$ cat src/design/tctw_pkg.sv
`default_nettype none

package tctw_pkg;

  // Operation codes as they arrive on the input channel.
  localparam logic [2:0] OP_PUT   = 3'd0;
  localparam logic [2:0] OP_BS    = 3'd1;
  localparam logic [2:0] OP_GBS   = 3'd2;
  localparam logic [2:0] OP_CLEAR = 3'd3;
  localparam logic [2:0] OP_WRITE = 3'd4;
  localparam logic [2:0] OP_READ  = 3'd5;

  // Command kinds after classification by the front end.
  localparam logic [2:0] K_PUT     = 3'd0;
  localparam logic [2:0] K_NEWLINE = 3'd1;
  localparam logic [2:0] K_BS      = 3'd2;
  localparam logic [2:0] K_GBS     = 3'd3;
  localparam logic [2:0] K_CLEAR   = 3'd4;
  localparam logic [2:0] K_WRITE   = 3'd5;
  localparam logic [2:0] K_READ    = 3'd6;
  localparam logic [2:0] K_NOP     = 3'd7;

  localparam logic [7:0] BLANK_CHAR   = 8'd32;
  localparam logic [7:0] NEWLINE_CHAR = 8'd10;
  localparam logic [7:0] ATTR_RESET   = 8'd5;

  typedef struct packed {
    logic [2:0] kind;
    logic [7:0] ch;
    logic [7:0] attr;
    logic [4:0] grow;
    logic [6:0] gcol;
    logic       cell_ok;
  } cmd_t;

  // Result word, last field in the lowest bits.
  typedef struct packed {
    logic [15:0] read_cell;
    logic [10:0] cursor_offset;
    logic [6:0]  cursor_column;
    logic [4:0]  cursor_row;
  } res_t;

endpackage

`default_nettype wire

$ cat src/design/tctw_front.sv
`default_nettype none

module tctw_front
  import tctw_pkg::*;
#(
  parameter int COLUMNS = 80,
  parameter int ROWS    = 25
) (
  input  wire logic                                 clk,
  input  wire logic                                 rst_n,
  input  wire logic                                 in_tvalid,
  output logic                                      in_tready,
  input  wire logic [2:0]                           in_operation,
  input  wire logic [7:0]                           in_char_code,
  input  wire logic [7:0]                           in_cell_attribute,
  input  wire logic [4:0]                           in_cell_row,
  input  wire logic [6:0]                           in_cell_column,
  input  wire logic [4:0]                           in_guard_row,
  input  wire logic [6:0]                           in_guard_column,
  output logic                                      cmd_valid,
  input  wire logic                                 cmd_ready,
  output cmd_t                                      cmd,
  output logic [$clog2(ROWS * COLUMNS)-1:0]         cmd_addr
);

  localparam int AW = $clog2(ROWS * COLUMNS);

  logic          fv_r, fv_nxt;
  cmd_t          cmd_r, cmd_nxt;
  logic [AW-1:0] addr_r;
  logic [31:0]   addr_full;
  logic          in_acc;

  assign in_tready = !fv_r || cmd_ready;
  assign in_acc    = in_tvalid && in_tready;
  assign cmd_valid = fv_r;
  assign cmd       = cmd_r;
  assign cmd_addr  = addr_r;

  // Linear cell address for direct writes and reads, computed once here.
  assign addr_full = 32'(in_cell_row) * COLUMNS + 32'(in_cell_column);

  always_comb begin
    cmd_nxt.ch      = in_char_code;
    cmd_nxt.attr    = in_cell_attribute;
    cmd_nxt.grow    = in_guard_row;
    cmd_nxt.gcol    = in_guard_column;
    cmd_nxt.cell_ok = (32'(in_cell_row) < ROWS) && (32'(in_cell_column) < COLUMNS);
    unique case (in_operation)
      OP_PUT:   cmd_nxt.kind = (in_char_code == NEWLINE_CHAR) ? K_NEWLINE : K_PUT;
      OP_BS:    cmd_nxt.kind = K_BS;
      OP_GBS:   cmd_nxt.kind = K_GBS;
      OP_CLEAR: cmd_nxt.kind = K_CLEAR;
      OP_WRITE: cmd_nxt.kind = K_WRITE;
      OP_READ:  cmd_nxt.kind = K_READ;
      default:  cmd_nxt.kind = K_NOP;
    endcase
  end

  always_comb begin
    fv_nxt = fv_r;
    if (in_acc) begin
      fv_nxt = 1'b1;
    end else if (cmd_ready) begin
      fv_nxt = 1'b0;
    end
  end

  always_ff @(posedge clk) begin
    if (!rst_n) begin
      fv_r <= 1'b0;
    end else begin
      fv_r <= fv_nxt;
    end
  end

  always_ff @(posedge clk) begin
    if (in_acc) begin
      cmd_r  <= cmd_nxt;
      addr_r <= addr_full[AW-1:0];
    end
  end

endmodule

`default_nettype wire

$ cat config.mk
export PLATFORM = sky130hd
export DESIGN_NAME = tctw_front
export DESIGN_NICKNAME = d
export VERILOG_FILES = /design/src/design/tctw_pkg.sv /design/src/design/tctw_front.sv
export SDC_FILE = /design/constraint.sdc
export NUM_CORES = 1
export LEC_CHECK = 0
export ABC_CLOCK_PERIOD_IN_PS = 1730
export BUFFER_PORTS_ARGS = -buffer_cell sky130_fd_sc_hd__buf_2
export CORE_UTILIZATION = 25
export DETAILED_ROUTE_END_ITERATION = 7
export RECOVER_POWER = 100
export SYNTH_ARGS = -nofsm -noshare
export SYNTH_HDL_FRONTEND = slang
export SYNTH_SLANG_ARGS = --single-unit
export TNS_END_PERCENT = 10
$ cat constraint.sdc
create_clock -name clk -period 1.73 [get_ports clk]
set_input_delay 0.0865 -clock clk [delete_from_list [all_inputs] [get_ports clk]]
set_output_delay 0.0865 -clock clk [all_outputs]
set_load 0.005 [all_outputs]
==> metrics.md <==
| Metric | Value |
|---|---|
| Worst path required time | 1780 ps |
| Synth cell types | 20 |
| First-pass GRT wire length | 5906 um |
| # Max-Cap Violations | 0 |
| CTS root buffer | clkbuf_8 |
| Tot GR Track Use | 0.1082 |
| Post-synth EDFFs | 43 |
| Util after Layout | 0.4183 |
| Post-synth ARST share | 0 |
| Die X | 83.86 um |
| Dpl cell area | 2301 um2 |
| Layout cell share with drive strength beyond 1 | 0.3524 |
| Clock Latency Late Sink | 290 ps |
| Failing checks | DRC |
| Via density | 4.075 |
| Most frequent cells after synthesis | 43 x edfxtp_1, 9 x ha_1, 6 x xnor2_1 |
| GPL Wtd Cong | 0.6714 |
| Worst Max-Slew Pin Slew | 607.4 ps |
| Max stage delay on crit path | 340 ps |
| Longest Clk Path Bufs | 2 |
| Cell area after layout | 2686 um2 |
| Leak | 1.102 nW |
| Crit-path max FO | 2 |
| Die H | 83.86 um |
| Most common cell in the netlist | edfxtp_1 |
| Drt wl/cell | 11.66 um |
| Vias | 1,243 |
| Placed Cells incl. Taps | 264 |
| Final wirelength | 3556 um |
| Final Non-Filler Cells | 305 |
| Worst R2R Setup Slack | 280 ps |
| Port buffer count | 91 |
| Area contributors post-synth | edfxtp_1 77%, ha_1 6.7%, xnor2_1 3.1% |
| Rel. slew slack | 0.5951 |
| Die ar. | 7033 um2 |
| CTS tree | yes |
| P&R area growth vs syn | 60.34% |
| # rows | 29 |
| Post-Syn Instances | 88 |
| Setup Crit Path Kind | primary input to register |
| Initial antenna violation count | 1 |
| Top_reg_cell synth | edfxtp_1 |
| H-tree depth | 2 |
| Status | complete, but fails checks |
| Clock sinks | 44 |
| Final #Nets | 284 |
| HPWL Detailed | 2540 um |
| Core area | 6422 um2 |
| Initial Util | 0.2609 |
| Initial DRC Count | 47 |
| WP data arrival | 1690 ps |
| Cts bufs inserted | 5 |
| Critical path's most frequent cell | xnor2_1 |
| Fin Clk Skew | 4.639 ps |
| Minimum clock period | 1634 ps |
| Final setup fails | 0 |
| Max frequency | 611.9 MHz |
| Total gr overflow | 0 |
| Yosys reg bits | 44 |
| Crit-path cells | clkbuf_1, ha_1, ha_1, fa_2, xnor2_1, nand4b_1, xnor2_1, xnor2_1 |
| DRC | 14 |
| Worst-path clk slew | 80 ps |
| RSZ-0062 raised after global routing | no |
| Period utilization | 0.9447 |
| Sequential share of the synthesized area | 0.7827 |
| Synth Cell Area | 1675 um2 |
| Worst vdd ir | 0.0003358 V |
| Syn Nets | 146 |
| Max Slew Vio Count | 0 |
| Critical path capture point type | register |
| Min-Delay Path Class | primary input to register |
| Yosys warns | 0 |
| Synth area leader | edfxtp_1 |
| Vias in the first global route | 1,316 |
| Final Hold Fails | 0 |
| # IOs | 92 |
| Syn avg cell area | 19.04 um2 |
| Pin count of the biggest net entering global routing | 44 |
| Crit start category | primary input |
| Post-route ant nets | 0 |
| Total power | 2.414 mW |
| Critical Path Slowest Stage Cell | fa_2 |
| Share of Yosys cell area claimed by the top area cell type | 0.7707 |
| Pwr dens | 898.5 nW/um2 |
| DRT Pass-1 Iters | 6 |
-- what timing repair did --
item / 4_1_cts / 5_1_grt
endpoints found under the hold margin: 32 / 0
buffers inserted: 0 / 0
gates resized for setup: 0 / 1
hold buffers: 32 / 0
setup endpoints to repair: 0 / 1
-- critical path: cells and delay by family --
kind                     cells  cell delay [ps]
adder cells (fa/ha/maj)      3              870
buffers and inverters        1               90
AND/OR/NAND/NOR              1              200
XOR/XNOR                     3              430
-- final cells by class --
class	count	area, um2
Multi-Input combinational cell	43	364.1
Clock inverter	3	42.54
Tap cell	77	96.34
Clock buffer	5	68.82
Antenna cell	1	2.502
Timing Repair Buffer	131	797.0
Fill cell	641	3736
Sequential cell	44	1311
Inverter	1	3.754
-- flip-flops by register name, indices dropped and copies added, names as in the netlist --
name,count
cmd,32
cmd_addr,11
cmd_valid,1
-- per-layer routing --
layer  share of wire  GRT usage  vias up
met2            0.49     0.1908       52
met3           0.084    0.04154        6
met1            0.42     0.1203      571
met4           0.012    0.03292        0
met5               0          0        -
li1                -          -      614
-- final timing paths --
kind,cells past startpoint,to,startpoint
max,8,cmd_addr[10]$_DFFE_PP_,in_cell_row[1]
min,3,cmd_valid$_SDFFE_PN0P_,in_tvalid
max reg2reg,3,cmd[30]$_DFFE_PP_,cmd_valid$_SDFFE_PN0P_
min reg2reg,2,cmd_valid$_SDFFE_PN0P_,cmd_valid$_SDFFE_PN0P_
-- metrics by stage --
stage,hold WS (ps),TNS [ps],setup WS [ps]
4_1_cts,24.77,0,49.57
3_5_place_dp,264.9,-377.3,-266.0
6_report,37.46,0,95.69
3_3_place_gp,264.5,-267.4,-201.9
5_1_grt,34.42,0,30.80
2_1_floorplan,185.4,-67.35,-67.35
-- report_power, final --
part	switching (mW)	internal, mW
registers	0.0168	1.27
clock network	0.345	0.427
logic	0.159	0.199
total	0.520	1.89
-- layout by cell type (no fill, tap or decap), types with 2 or more instances in the layout --
cell and instances:
edfxtp_1 43, a21o_1 3, nor2_1 4, buf_4 4
dlygate4sd3_1 32, buf_2 62, xnor2_1 6, clkbuf_4 3
clkbuf_1 28, ha_1 9, nand2b_1 2, a21oi_1 3
nand2_1 4, clkbuf_8 5
-- logic make-up after synthesis --
kind of cell / count (synthesis) / share of synthesized area
compound gates: 10 / 0.03958
xor+xnor: 7 / 0.03660
fa+ha+maj: 11 / 0.09111
buf+inv: 1 / 0.002238
flops: 44 / 0.7827
simple gates: 15 / 0.04779
(Power assumes the default switching activity.)
