**src/design/tctw_queue.sv**
```systemverilog
`default_nettype none

module tctw_queue #(
  parameter int WIDTH = 32,
  parameter int DEPTH = 2
) (
  input  wire logic             clk,
  input  wire logic             rst_n,
  input  wire logic             push_valid,
  output logic                  push_ready,
  input  wire logic [WIDTH-1:0] push_data,
  output logic                  pop_valid,
  input  wire logic             pop_ready,
  output logic [WIDTH-1:0]      pop_data
);

  localparam int PW = (DEPTH > 1) ? $clog2(DEPTH) : 1;
  localparam int NW = $clog2(DEPTH + 1);

  logic [WIDTH-1:0] ent_r [DEPTH];
  logic [PW-1:0]    wp_r, wp_nxt, rp_r, rp_nxt;
  logic [NW-1:0]    cnt_r, cnt_nxt;
  logic             push, pop;

  assign push_ready = (cnt_r != NW'(DEPTH));
  assign pop_valid  = (cnt_r != '0);
  assign pop_data   = ent_r[rp_r];
  assign push       = push_valid && push_ready;
  assign pop        = pop_valid && pop_ready;

  always_comb begin
    wp_nxt  = wp_r;
    rp_nxt  = rp_r;
    cnt_nxt = cnt_r;
    if (push) begin
      wp_nxt = (wp_r == PW'(DEPTH - 1)) ? '0 : wp_r + PW'(1);
    end
    if (pop) begin
      rp_nxt = (rp_r == PW'(DEPTH - 1)) ? '0 : rp_r + PW'(1);
    end
    if (push && !pop) begin
      cnt_nxt = cnt_r + NW'(1);
    end else if (pop && !push) begin
      cnt_nxt = cnt_r - NW'(1);
    end
  end

  always_ff @(posedge clk) begin
    if (!rst_n) begin
      wp_r  <= '0;
      rp_r  <= '0;
      cnt_r <= '0;
    end else begin
      wp_r  <= wp_nxt;
      rp_r  <= rp_nxt;
      cnt_r <= cnt_nxt;
    end
  end

  always_ff @(posedge clk) begin
    if (push) begin
      ent_r[wp_r] <= push_data;
    end
  end

endmodule

`default_nettype wire

```
**config.mk**
```make
export PLATFORM = sky130hd
export DESIGN_NAME = tctw_queue
export DESIGN_NICKNAME = d
export VERILOG_FILES = /design/src/design/tctw_queue.sv
export SDC_FILE = /design/constraint.sdc
export NUM_CORES = 1
export LEC_CHECK = 0
export BUFFER_PORTS_ARGS = -buffer_cell sky130_fd_sc_hd__buf_2
export CAP_MARGIN = 10
export CORE_MARGIN = 5
export CORE_UTILIZATION = 55
export CTS_BUF_LIST = sky130_fd_sc_hd__clkbuf_16
export DETAILED_ROUTE_END_ITERATION = 8
export PLACE_DENSITY = 0.83
export SKIP_CTS_REPAIR_TIMING = 1
export SYNTH_ARGS = -nofsm -noshare
export SYNTH_HDL_FRONTEND = slang
export SYNTH_SLANG_ARGS = --single-unit
```
**constraint.sdc**
```tcl
create_clock -name clk -period 4.6 [get_ports clk]
set_input_delay 0.69 -clock clk [delete_from_list [all_inputs] [get_ports clk]]
set_output_delay 0.69 -clock clk [all_outputs]
set_load 0.02 [all_outputs]
```
==> impl_metrics.json, run 1 <==
{
  "run_status": "completed",
  "antenna_found_initial": 0,
  "wl_mm": 4.87,
  "grt_start_max_net_pins": 23,
  "gp_congestion": 0.690,
  "grt.overflow.total": 0,
  "setup_tns_ns": 0,
  "min_from": "push_data[0]",
  "top_level_pins": 70,
  "power_frac_seq_pct": 40.9,
  "post-synth-top-count-cell": "sky130_fd_sc_hd__edfxtp_1",
  "synth-edff-count": 64,
  "clk_pin_slew_worst_paths_ns": 0.05,
  "ctsHtreeMaxLevel": 3,
  "fin_skew_ns": 0.00679,
  "worst-r2r-setup-slack_ns": 2.75,
  "worst_hold_endpoint": "ent_r[0][0]",
  "coreArea_um2": 4410,
  "detail_route.vias_per_cell": 5.30,
  "final-max-slew-violation-count": 0,
  "mappedNetlistNets": 161,
  "fmaxAchievable_ghz": 0.389,
  "power.density_nw_per_um2": 621,
  "max_slew_margin_pct": 62.4,
  "yosysWarnings": 0,
  "height_of_the_die_um": 78.1,
  "violation_count_after_the_first_detailed_routing_iteration": 82,
  "cts.sinks": 69,
  "cts_tree": "built",
  "filler_cell_count": 274,
  "numCtsBuffers": 9,
  "synth_largest_area_cell": "sky130_fd_sc_hd__edfxtp_1",
  "io_buffers": 69,
  "ys_seq_area_share_pct": 79.3,
  "async_reset_ff_share_pct": 0,
  "worst_setup_path_start_kind": "register",
  "worst_slack_ns": 2.03,
  "worstHoldPathCells": 1,
  "switchingPower_uw": 562,
  "synth_top_cells_by_area": "sky130_fd_sc_hd__edfxtp_1 75%, sky130_fd_sc_hd__mux2_2 13%, sky130_fd_sc_hd__dfxtp_1 3.9%, sky130_fd_sc_hd__and2_1 0.98%, sky130_fd_sc_hd__buf_4 0.88%",
  "setup_violations": 0,
  "worstPathMaxFanout": 22,
  "reg2regPathDepth": 3,
  "min_period_ns": 2.57,
  "power.internal_mw": 1.46,
  "total_leakage_power_nw": 1.26,
  "dieWidth_um": 78.1,
  "timing.final.hold_violations": 0,
  "worst_pin_slew_ns": 0.564,
  "mappedNetlistArea_um2": 2550,
  "reg2reg_from": "cnt_r[0]",
  "postSynthAreaPerCell_um2": 20.6,
  "pre_cts_ws_ns": 2.38,
  "final_layout_size_suffix_gt1_share_pct": 56.7,
  "final_net_count": 240,
  "rows": 24,
  "detail_route.first_pass.iterations": 4,
  "worstHoldPathType": "in2reg",
  "synth_cells": 124,
  "fin_crit_sh_pct": 56.0,
  "ys_dominant_reg_cell": "sky130_fd_sc_hd__edfxtp_1",
  "total_routing_resource_utilization_after_global_routing_pct": 17.3,
  "number_of_global_route_vias_before_repair": 1570,
  "worst-endpoint-required_ns": 3.91,
  "detail-route-antenna-nets": 0,
  "grt_first_pass_wirelength_mm": 7.73,
  "timing.max_cap.violations": 0,
  "clockBufferDepth": 2,
  "vdd.ir_drop.worst_mv": 0.439,
  "antenna-diode-count": 0,
  "comb_power_share_pct": 24.7,
  "clock_latency_ns": 0.32,
  "vias": 1379,
  "power.clock.fraction_pct": 34.4,
  "timing.critical_path.to_type": "output pin",
  "setup_repair_after_global_routing_missed_its_margin": "false",
  "wire_per_inst_um": 18.7,
  "synth.top_cell.area_share_pct": 75.3,
  "syn2layout_area_growth_pct": 28.0,
  "power.switching_fraction_pct": 27.7,
  "dp_hpwl_mm": 3.33,
  "ys_top_cells_by_count": "64 x sky130_fd_sc_hd__edfxtp_1, 30 x sky130_fd_sc_hd__mux2_2, 5 x sky130_fd_sc_hd__dfxtp_1",
  "r2r-end": "ent_r[1][19]",
  "criticalPathCategory": "reg2out",
  "clock_tree.root_cell": "sky130_fd_sc_hd__clkbuf_16",
  "yosys.cell_types.count": 21,
  "synth-seq-cells": 69,
  "initial_utilization_pct": 57.8,
  "floorplan.die_area_um2": 6100,
  "drcViolationCount": 0,
  "cp.arrival_ns": 1.88
}
power by group through the flow:
stage / Combinational (mW) / Sequential (mW) / Clock, mW
final: 0.500 / 0.829 / 0.698
after global routing: 0.538 / 0.839 / 0.746
after CTS: 0.507 / 0.831 / 0.711
after floorplan: 0.369 / 0.821 / 0
after global placement: 0.490 / 0.834 / 0
after detailed placement: 0.503 / 0.842 / 0
area by class of cell:
type                       count  area (um^2)  area share (%)
sequential                    69         2020            61.9
multi-input combinational     50          499            15.3
timing repair buffer          72          368            11.3
clock buffer                   9          225            6.90
clock inverter                 7         81.3            2.49
tap                           52         65.1            1.99
inverter                       1         3.75           0.115
state kept, by name, indices dropped and copies added, names as in the netlist, named ones only:
signal / cells
cnt_r: 2
ent_r: 64
rp_r: 1
wp_r: 1
through the flow:
| stage | cells | total power [mW] | hold slack (ns) | area [um^2] | utilization, % |
|---|---|---|---|---|---|
| floorplan | 124 | 1.19 | 0.512 | 2550 | - |
| global placement | 244 | 1.32 | 0.524 | 2960 | 67.0 |
| detailed placement | 244 | 1.34 | 0.563 | 2960 | 67.0 |
| CTS | 260 | 2.05 | 0.542 | 3260 | 74.0 |
| global route | 260 | 2.12 | 0.542 | 3260 | 74.0 |
| finish | 260 | 2.03 | 0.554 | 3260 | 74.0 |
layer usage:
layer	global-route usage (%)	vias to the layer above	part of all wire [%]
li1	-	646	-
met1	17.2	679	36
met2	30.5	43	55
met3	6.06	11	6.5
met4	10.5	0	2.7
met5	0	-	0
worst max-delay path, stage by stage (launching register included):
cell                      delay [ns]
sky130_fd_sc_hd__dfxtp_1        0.61
sky130_fd_sc_hd__buf_4          0.39
sky130_fd_sc_hd__mux2_2         0.38
sky130_fd_sc_hd__buf_2          0.17
cells by family (layout without fill, tap and decap cells):
family / Yosys count / in the layout / share of synthesized area [%]
compound gates: 5 / 5 / 1.37
xor+xnor: 3 / 3 / 1.03
fa+ha+maj: 1 / 1 / 0.490
buf+inv: 5 / 89 / 1.18
flops: 69 / 69 / 79.3
mux: 32 / 32 / 14.1
simple gates: 9 / 9 / 2.55
layout by cell type (no fill, tap or decap), drive strengths merged:
master	instances
a21bo	1
a21boi	2
and2	4
and3	1
buf	72
bufinv	2
clkbuf	9
clkinv	4
dfxtp	5
edfxtp	64
ha	1
inv	2
mux2	32
nand2b	1
nand3b	1
o21ai	2
or2	1
or3	1
xnor2	2
xor2	1
worst max path at each step:
stage	to	slack, ns	cells past startpoint
after floorplan	ent_r[1][0]	2.68	1
after global placement	pop_data[22]	2.43	3
after detailed placement	pop_data[25]	2.38	3
after CTS	pop_data[29]	2.00	3
after global routing	pop_data[22]	1.88	3
final	pop_data[29]	2.03	3
Note: power is estimated with default switching activity, not from simulation.
==> run 2: changes to the inputs <==
CORE_UTILIZATION = 46   (was 55)
PLACE_DENSITY = 0.74   (was 0.83)
clock period = 2.2 ns   (was 4.6 ns; I/O delays follow)
==> run 2 against run 1 <==
  * Worst hold slack got worse by 0.35 ns
  * Power rose by 97%
  * Design area barely moved
  * Routed wire length fell by 11%
  * Final cell count rose by 8.8%
  * Core utilization fell by 14 points
  * Critical endpoint is now pop_data[1]
  * Largest power group unchanged
==> impl_metrics.json, run 2 (same netlist as run 1, synthesis figures left out) <==
{
  "largest_registers": "ent_r (64), cnt_r (2)",
  "setup_violations": 0,
  "grt.overflow.total": 0,
  "detail_route.vias_per_cell": 4.73,
  "fmaxAchievable_ghz": 0.561,
  "worst-r2r-setup-slack_ns": 0.57,
  "final-max-slew-violation-count": 0,
  "wl_mm": 4.35,
  "power.switching_fraction_pct": 28.7,
  "timing.final.hold_violations": 0,
  "criticalPathCategory": "reg2out",
  "power.density_nw_per_um2": 1220,
  "worst-endpoint-required_ns": 1.87,
  "cp.arrival_ns": 1.45,
  "clockBufferDepth": 2,
  "run_status": "completed",
  "fin_skew_ns": 0.00358,
  "max_slew_margin_pct": 71.3,
  "dp_hpwl_mm": 3.03,
  "clk_pin_slew_worst_paths_ns": 0.05,
  "setup_repair_after_global_routing_missed_its_margin": "false",
  "worstHoldPathCells": 1,
  "power_frac_seq_pct": 42.8,
  "filler_cell_count": 423,
  "switchingPower_mw": 1.14,
  "antenna_found_initial": 0,
  "dieWidth_um": 84.5,
  "wire_per_inst_um": 15.4,
  "rows": 27,
  "total_routing_resource_utilization_after_global_routing_pct": 13.2,
  "path_cells": "buf_4 > mux2_2 > buf_2",
  "clock_latency_ns": 0.31,
  "ctsHtreeMaxLevel": 3,
  "min_period_ns": 1.78,
  "fin_crit_sh_pct": 81.0,
  "syn2layout_area_growth_pct": 27.9,
  "final_cell_mix": "69 x sky130_fd_sc_hd__buf_2, 64 x sky130_fd_sc_hd__edfxtp_1, 30 x sky130_fd_sc_hd__mux2_2",
  "detail_route.first_pass.iterations": 4,
  "timing.critical_path.to_type": "output pin",
  "timing.max_cap.violations": 0,
  "power.clock.fraction_pct": 30.0,
  "registers.top_by_ff_count": "ent_r",
  "final_net_count": 243,
  "grt_first_pass_wirelength_mm": 6.93,
  "numCtsBuffers": 9,
  "largest_reg_flops": 64,
  "coreArea_um2": 5440,
  "worst_pin_slew_ns": 0.430,
  "total_leakage_power_nw": 1.26,
  "final_layout_size_suffix_gt1_share_pct": 56.4,
  "cts_tree": "built",
  "reg2reg_from": "cnt_r[0]",
  "vias": 1340,
  "comb_power_share_pct": 27.2,
  "antenna-diode-count": 0,
  "power.internal_mw": 2.84,
  "worstPathMaxFanout": 19,
  "vdd.ir_drop.worst_mv": 0.703,
  "number_of_global_route_vias_before_repair": 1495,
  "clock_tree.root_cell": "sky130_fd_sc_hd__clkbuf_16",
  "min_from": "push_data[2]",
  "initial_utilization_pct": 46.9,
  "drcViolationCount": 0,
  "setup_tns_ns": 0,
  "r2r-end": "ent_r[1][18]",
  "violation_count_after_the_first_detailed_routing_iteration": 78,
  "cts.sinks": 69,
  "grt_start_max_net_pins": 20,
  "max_stage_delay_ns": 0.38,
  "top_level_pins": 70,
  "worst_setup_path_start_kind": "register",
  "floorplan.die_area_um2": 7140,
  "layout_commonest_cell": "sky130_fd_sc_hd__buf_2",
  "io_buffers": 69,
  "holdWs_ns": 0.203,
  "worstHoldPathType": "in2reg",
  "detail-route-antenna-nets": 0,
  "reg2regPathDepth": 3,
  "gp_congestion": 0.664,
  "postLayoutCoreUtil_pct": 60.0,
  "crit_slowest_cell": "sky130_fd_sc_hd__mux2_2",
  "height_of_the_die_um": 84.5,
  "crit_end": "pop_data[1]"
}
[run 2: cell count changes in the layout (fill, tap and decap cells not counted), sizes merged]
cell and delta:
clkinv -3, inv +4, clkinvlp +1, buf +3, bufinv -2
[run 2: stage by stage]
stage	instances	cell area, um^2	power (mW)	setup WS (ns)
after floorplan	124	2550	2.49	0.372
after global placement	267	3010	2.81	0.630
after detailed placement	267	3010	2.83	0.577
after CTS	283	3260	4.04	0.384
after global routing	283	3260	4.19	0.321
final	283	3260	3.98	0.417
[run 2: power groups by stage]
| stage | Combinational, mW | Sequential, mW | Clock (mW) |
|---|---|---|---|
| finish | 1.08 | 1.70 | 1.20 |
| detailed placement | 1.10 | 1.73 | 0 |
| global route | 1.18 | 1.72 | 1.30 |
| CTS | 1.11 | 1.71 | 1.23 |
| floorplan | 0.772 | 1.72 | 0 |
| global placement | 1.09 | 1.72 | 0 |
[run 2: worst min-delay path by stage]
| stage | endpoint |
|---|---|
| final | ent_r[0][2] |
| after global routing | ent_r[1][10] |
| after CTS | ent_r[0][2] |
| after detailed placement | ent_r[1][13] |
| after global placement | ent_r[0][25] |
| after floorplan | ent_r[0][0] |
[run 2: final cells by class]
cell class	count	area [um^2]	area share, %
clock buffer	9	225	6.90
clock inverter	7	31.3	0.959
inverter	1	3.75	0.115
multi-input combinational	50	499	15.3
sequential	69	2020	62.0
tap	72	90.1	2.76
timing repair buffer	75	390	12.0
[run 2: layer usage]
| layer | global-route usage [%] | part of all wire, % |
|---|---|---|
| met1 | 14.2 | 39 |
| met2 | 22.2 | 52 |
| met3 | 5.20 | 7.0 |
| met4 | 7.34 | 1.4 |
| met5 | 0 | 0 |
[run 2: critical path: cells and delay by family, from the launching register on]
kind / cells / cell delay (ns)
buffers and inverters: 2 / 0.43
multiplexers: 1 / 0.38
flip-flops: 1 / 0.33
==> run 3: changes to the inputs <==
ABC_AREA = 1   (was unset)
CORE_UTILIZATION = 52   (was 46)
PLACE_DENSITY = 0.79   (was 0.74)
clock period = 1.7 ns   (was 2.2 ns; I/O delays follow)
==> run 3 against run 2 <==
  * Power grew 41%
  * Non-clock buffer count unchanged
  * Routed wire length increased by 0.69%
  * Die area is 5.4% lower
  * Critical path depth unchanged
  * Critical path type unchanged
  * Largest cell class unchanged
==> impl_metrics.json, run 3 <==
{
  "run_status": "completed",
  "detail_route.vias_per_cell": 4.74,
  "wl_mm": 4.38,
  "rows": 26,
  "synth.top_cell.area_share_pct": 70.9,
  "post-synth-top-count-cell": "sky130_fd_sc_hd__edfxtp_1",
  "yosysWarnings": 0,
  "detail_route.first_pass.iterations": 4,
  "clockBufferDepth": 2,
  "vdd.ir_drop.worst_mv": 1.05,
  "numCtsBuffers": 9,
  "worstHoldPathType": "in2reg",
  "filler_cell_count": 362,
  "io_buffers": 69,
  "setup_repair_after_global_routing_missed_its_margin": "false",
  "ys_dominant_reg_cell": "sky130_fd_sc_hd__edfxtp_1",
  "fmaxAchievable_ghz": 0.614,
  "clock_tree.root_cell": "sky130_fd_sc_hd__clkbuf_16",
  "fin_skew_ns": 0.00868,
  "ctsHtreeMaxLevel": 3,
  "synth_cells": 137,
  "async_reset_ff_share_pct": 0,
  "ys_top_cells_by_count": "64 x sky130_fd_sc_hd__edfxtp_1, 30 x sky130_fd_sc_hd__mux2_4, 8 x sky130_fd_sc_hd__nand2_1, 8 x sky130_fd_sc_hd__nor2_1, 7 x sky130_fd_sc_hd__inv_1",
  "layout_commonest_cell": "sky130_fd_sc_hd__buf_2",
  "final-instance-count-excl-fill": 294,
  "wire_per_inst_um": 14.9,
  "setup_violations": 0,
  "largest_registers": "ent_r (64), cnt_r (2)",
  "dp_cells": 278,
  "detail-route-antenna-nets": 0,
  "floorplan.die_area_um2": 6750,
  "gp_congestion": 0.756,
  "registers.top_by_ff_count": "ent_r",
  "fin_crit_sh_pct": 95.8,
  "power.density_nw_per_um2": 1620,
  "mappedNetlistArea_um2": 2710,
  "synth_top_cells_by_area": "sky130_fd_sc_hd__edfxtp_1 71%, sky130_fd_sc_hd__mux2_4 17%, sky130_fd_sc_hd__dfxtp_1 3.7%, sky130_fd_sc_hd__buf_12 2.2%, sky130_fd_sc_hd__nand2_1 1.1%",
  "coreArea_um2": 5070,
  "cts.sinks": 69,
  "worst-endpoint-required_ns": 1.44,
  "drcViolationCount": 0,
  "max_slew_margin_pct": 84.6,
  "grt_first_pass_wirelength_mm": 7.17,
  "finish.instance_area_um2": 3450,
  "final_layout_size_suffix_gt1_share_pct": 55.8,
  "ys_seq_area_share_pct": 74.6,
  "setup_tns_ns": 0,
  "final_cell_mix": "69 x sky130_fd_sc_hd__buf_2, 64 x sky130_fd_sc_hd__edfxtp_1, 30 x sky130_fd_sc_hd__mux2_4",
  "grt_start_max_net_pins": 19,
  "synth_largest_area_cell": "sky130_fd_sc_hd__edfxtp_1",
  "dieWidth_um": 82.2,
  "placedInstanceArea_um2": 3140,
  "criticalPathCategory": "reg2out",
  "cp.arrival_ns": 1.37,
  "synth-seq-cells": 69,
  "violation_count_after_the_first_detailed_routing_iteration": 59,
  "synth-edff-count": 64,
  "clock_latency_ns": 0.32,
  "worst_pin_slew_ns": 0.230,
  "top_level_pins": 70,
  "total_routing_resource_utilization_after_global_routing_pct": 15.0,
  "postSynthAreaPerCell_um2": 19.8,
  "yosys.cell_types.count": 17,
  "height_of_the_die_um": 82.2,
  "worstPathMaxFanout": 14,
  "syn2layout_area_growth_pct": 27.5,
  "dp_hpwl_mm": 3.10,
  "largest_reg_flops": 64,
  "timing.critical_path.to_type": "output pin",
  "antenna-diode-count": 0,
  "final-max-slew-violation-count": 0,
  "grt.overflow.total": 0,
  "antenna_found_initial": 1,
  "timing.final.hold_violations": 0,
  "postLayoutCoreUtil_pct": 68.1,
  "vias": 1393,
  "clk_pin_slew_worst_paths_ns": 0.06,
  "mappedNetlistNets": 174,
  "min_period_ns": 1.63,
  "cts_tree": "built",
  "number_of_global_route_vias_before_repair": 1444,
  "total_leakage_power_nw": 1.41,
  "timing.max_cap.violations": 0,
  "final_net_count": 256,
  "worst_setup_path_start_kind": "register",
  "final_power_mw": 5.61,
  "initial_utilization_pct": 53.4
}
## run 3: stage by stage
stage               setup WS [ns]  hold WS (ns)
floorplan                  -0.255         0.354
global placement            0.342         0.442
global route            0.0000182         0.109
detailed placement          0.262         0.446
finish                     0.0710         0.125
CTS                       -0.0115         0.115
## run 3: area by class of cell
cell class | count | area, um^2 | area share [%]
inverters | 8 | 30.0 | 0.869
repair buffers | 75 | 407 | 11.8
clock buffers | 9 | 225 | 6.52
flip-flops and latches | 69 | 2020 | 58.6
multi-input cells | 56 | 601 | 17.4
clock inverters | 7 | 81.3 | 2.35
well taps | 70 | 87.6 | 2.54
## run 3: kinds of logic after synthesis
| logic type | synth area share [%] |
|---|---|
| simple gates | 2.86 |
| fa+ha+maj | 0.462 |
| flops | 74.6 |
| mux | 17.5 |
| buf+inv | 3.74 |
| compound gates | 0.831 |
## run 3: path summary, 6_finish.rpt
check	endpoint	slack (ns)	startpoint	cells after the start
max reg2reg	cnt_r[0]	0.26	cnt_r[0]	7
max	pop_data[24]	0.07	register	3
min reg2reg	rp_r	0.51	rp_r	2
min	ent_r[0][27]	0.13	push_data[27]	1
## run 3: report_power, final
group	internal [mW]	total, mW	switching, mW
Sequential	2.15	2.24	0.0831
Clock	1.26	1.87	0.613
Combinational	0.661	1.50	0.837
Total	4.08	5.61	1.53
## run 3: routing by layer
layer / up-vias / track usage, % / wire [um]
met5: - / 0 / 11
li1: 679 / - / -
met3: 9 / 6.07 / 301
met4: 2 / 6.98 / 78
met1: 658 / 18.3 / 1750
met2: 45 / 23.3 / 2240
## run 3: critical path, stage by stage, from the launching register on
cell	delay, ns
sky130_fd_sc_hd__dfxtp_2	0.36
sky130_fd_sc_hd__buf_6	0.22
sky130_fd_sc_hd__mux2_4	0.32
sky130_fd_sc_hd__buf_2	0.16
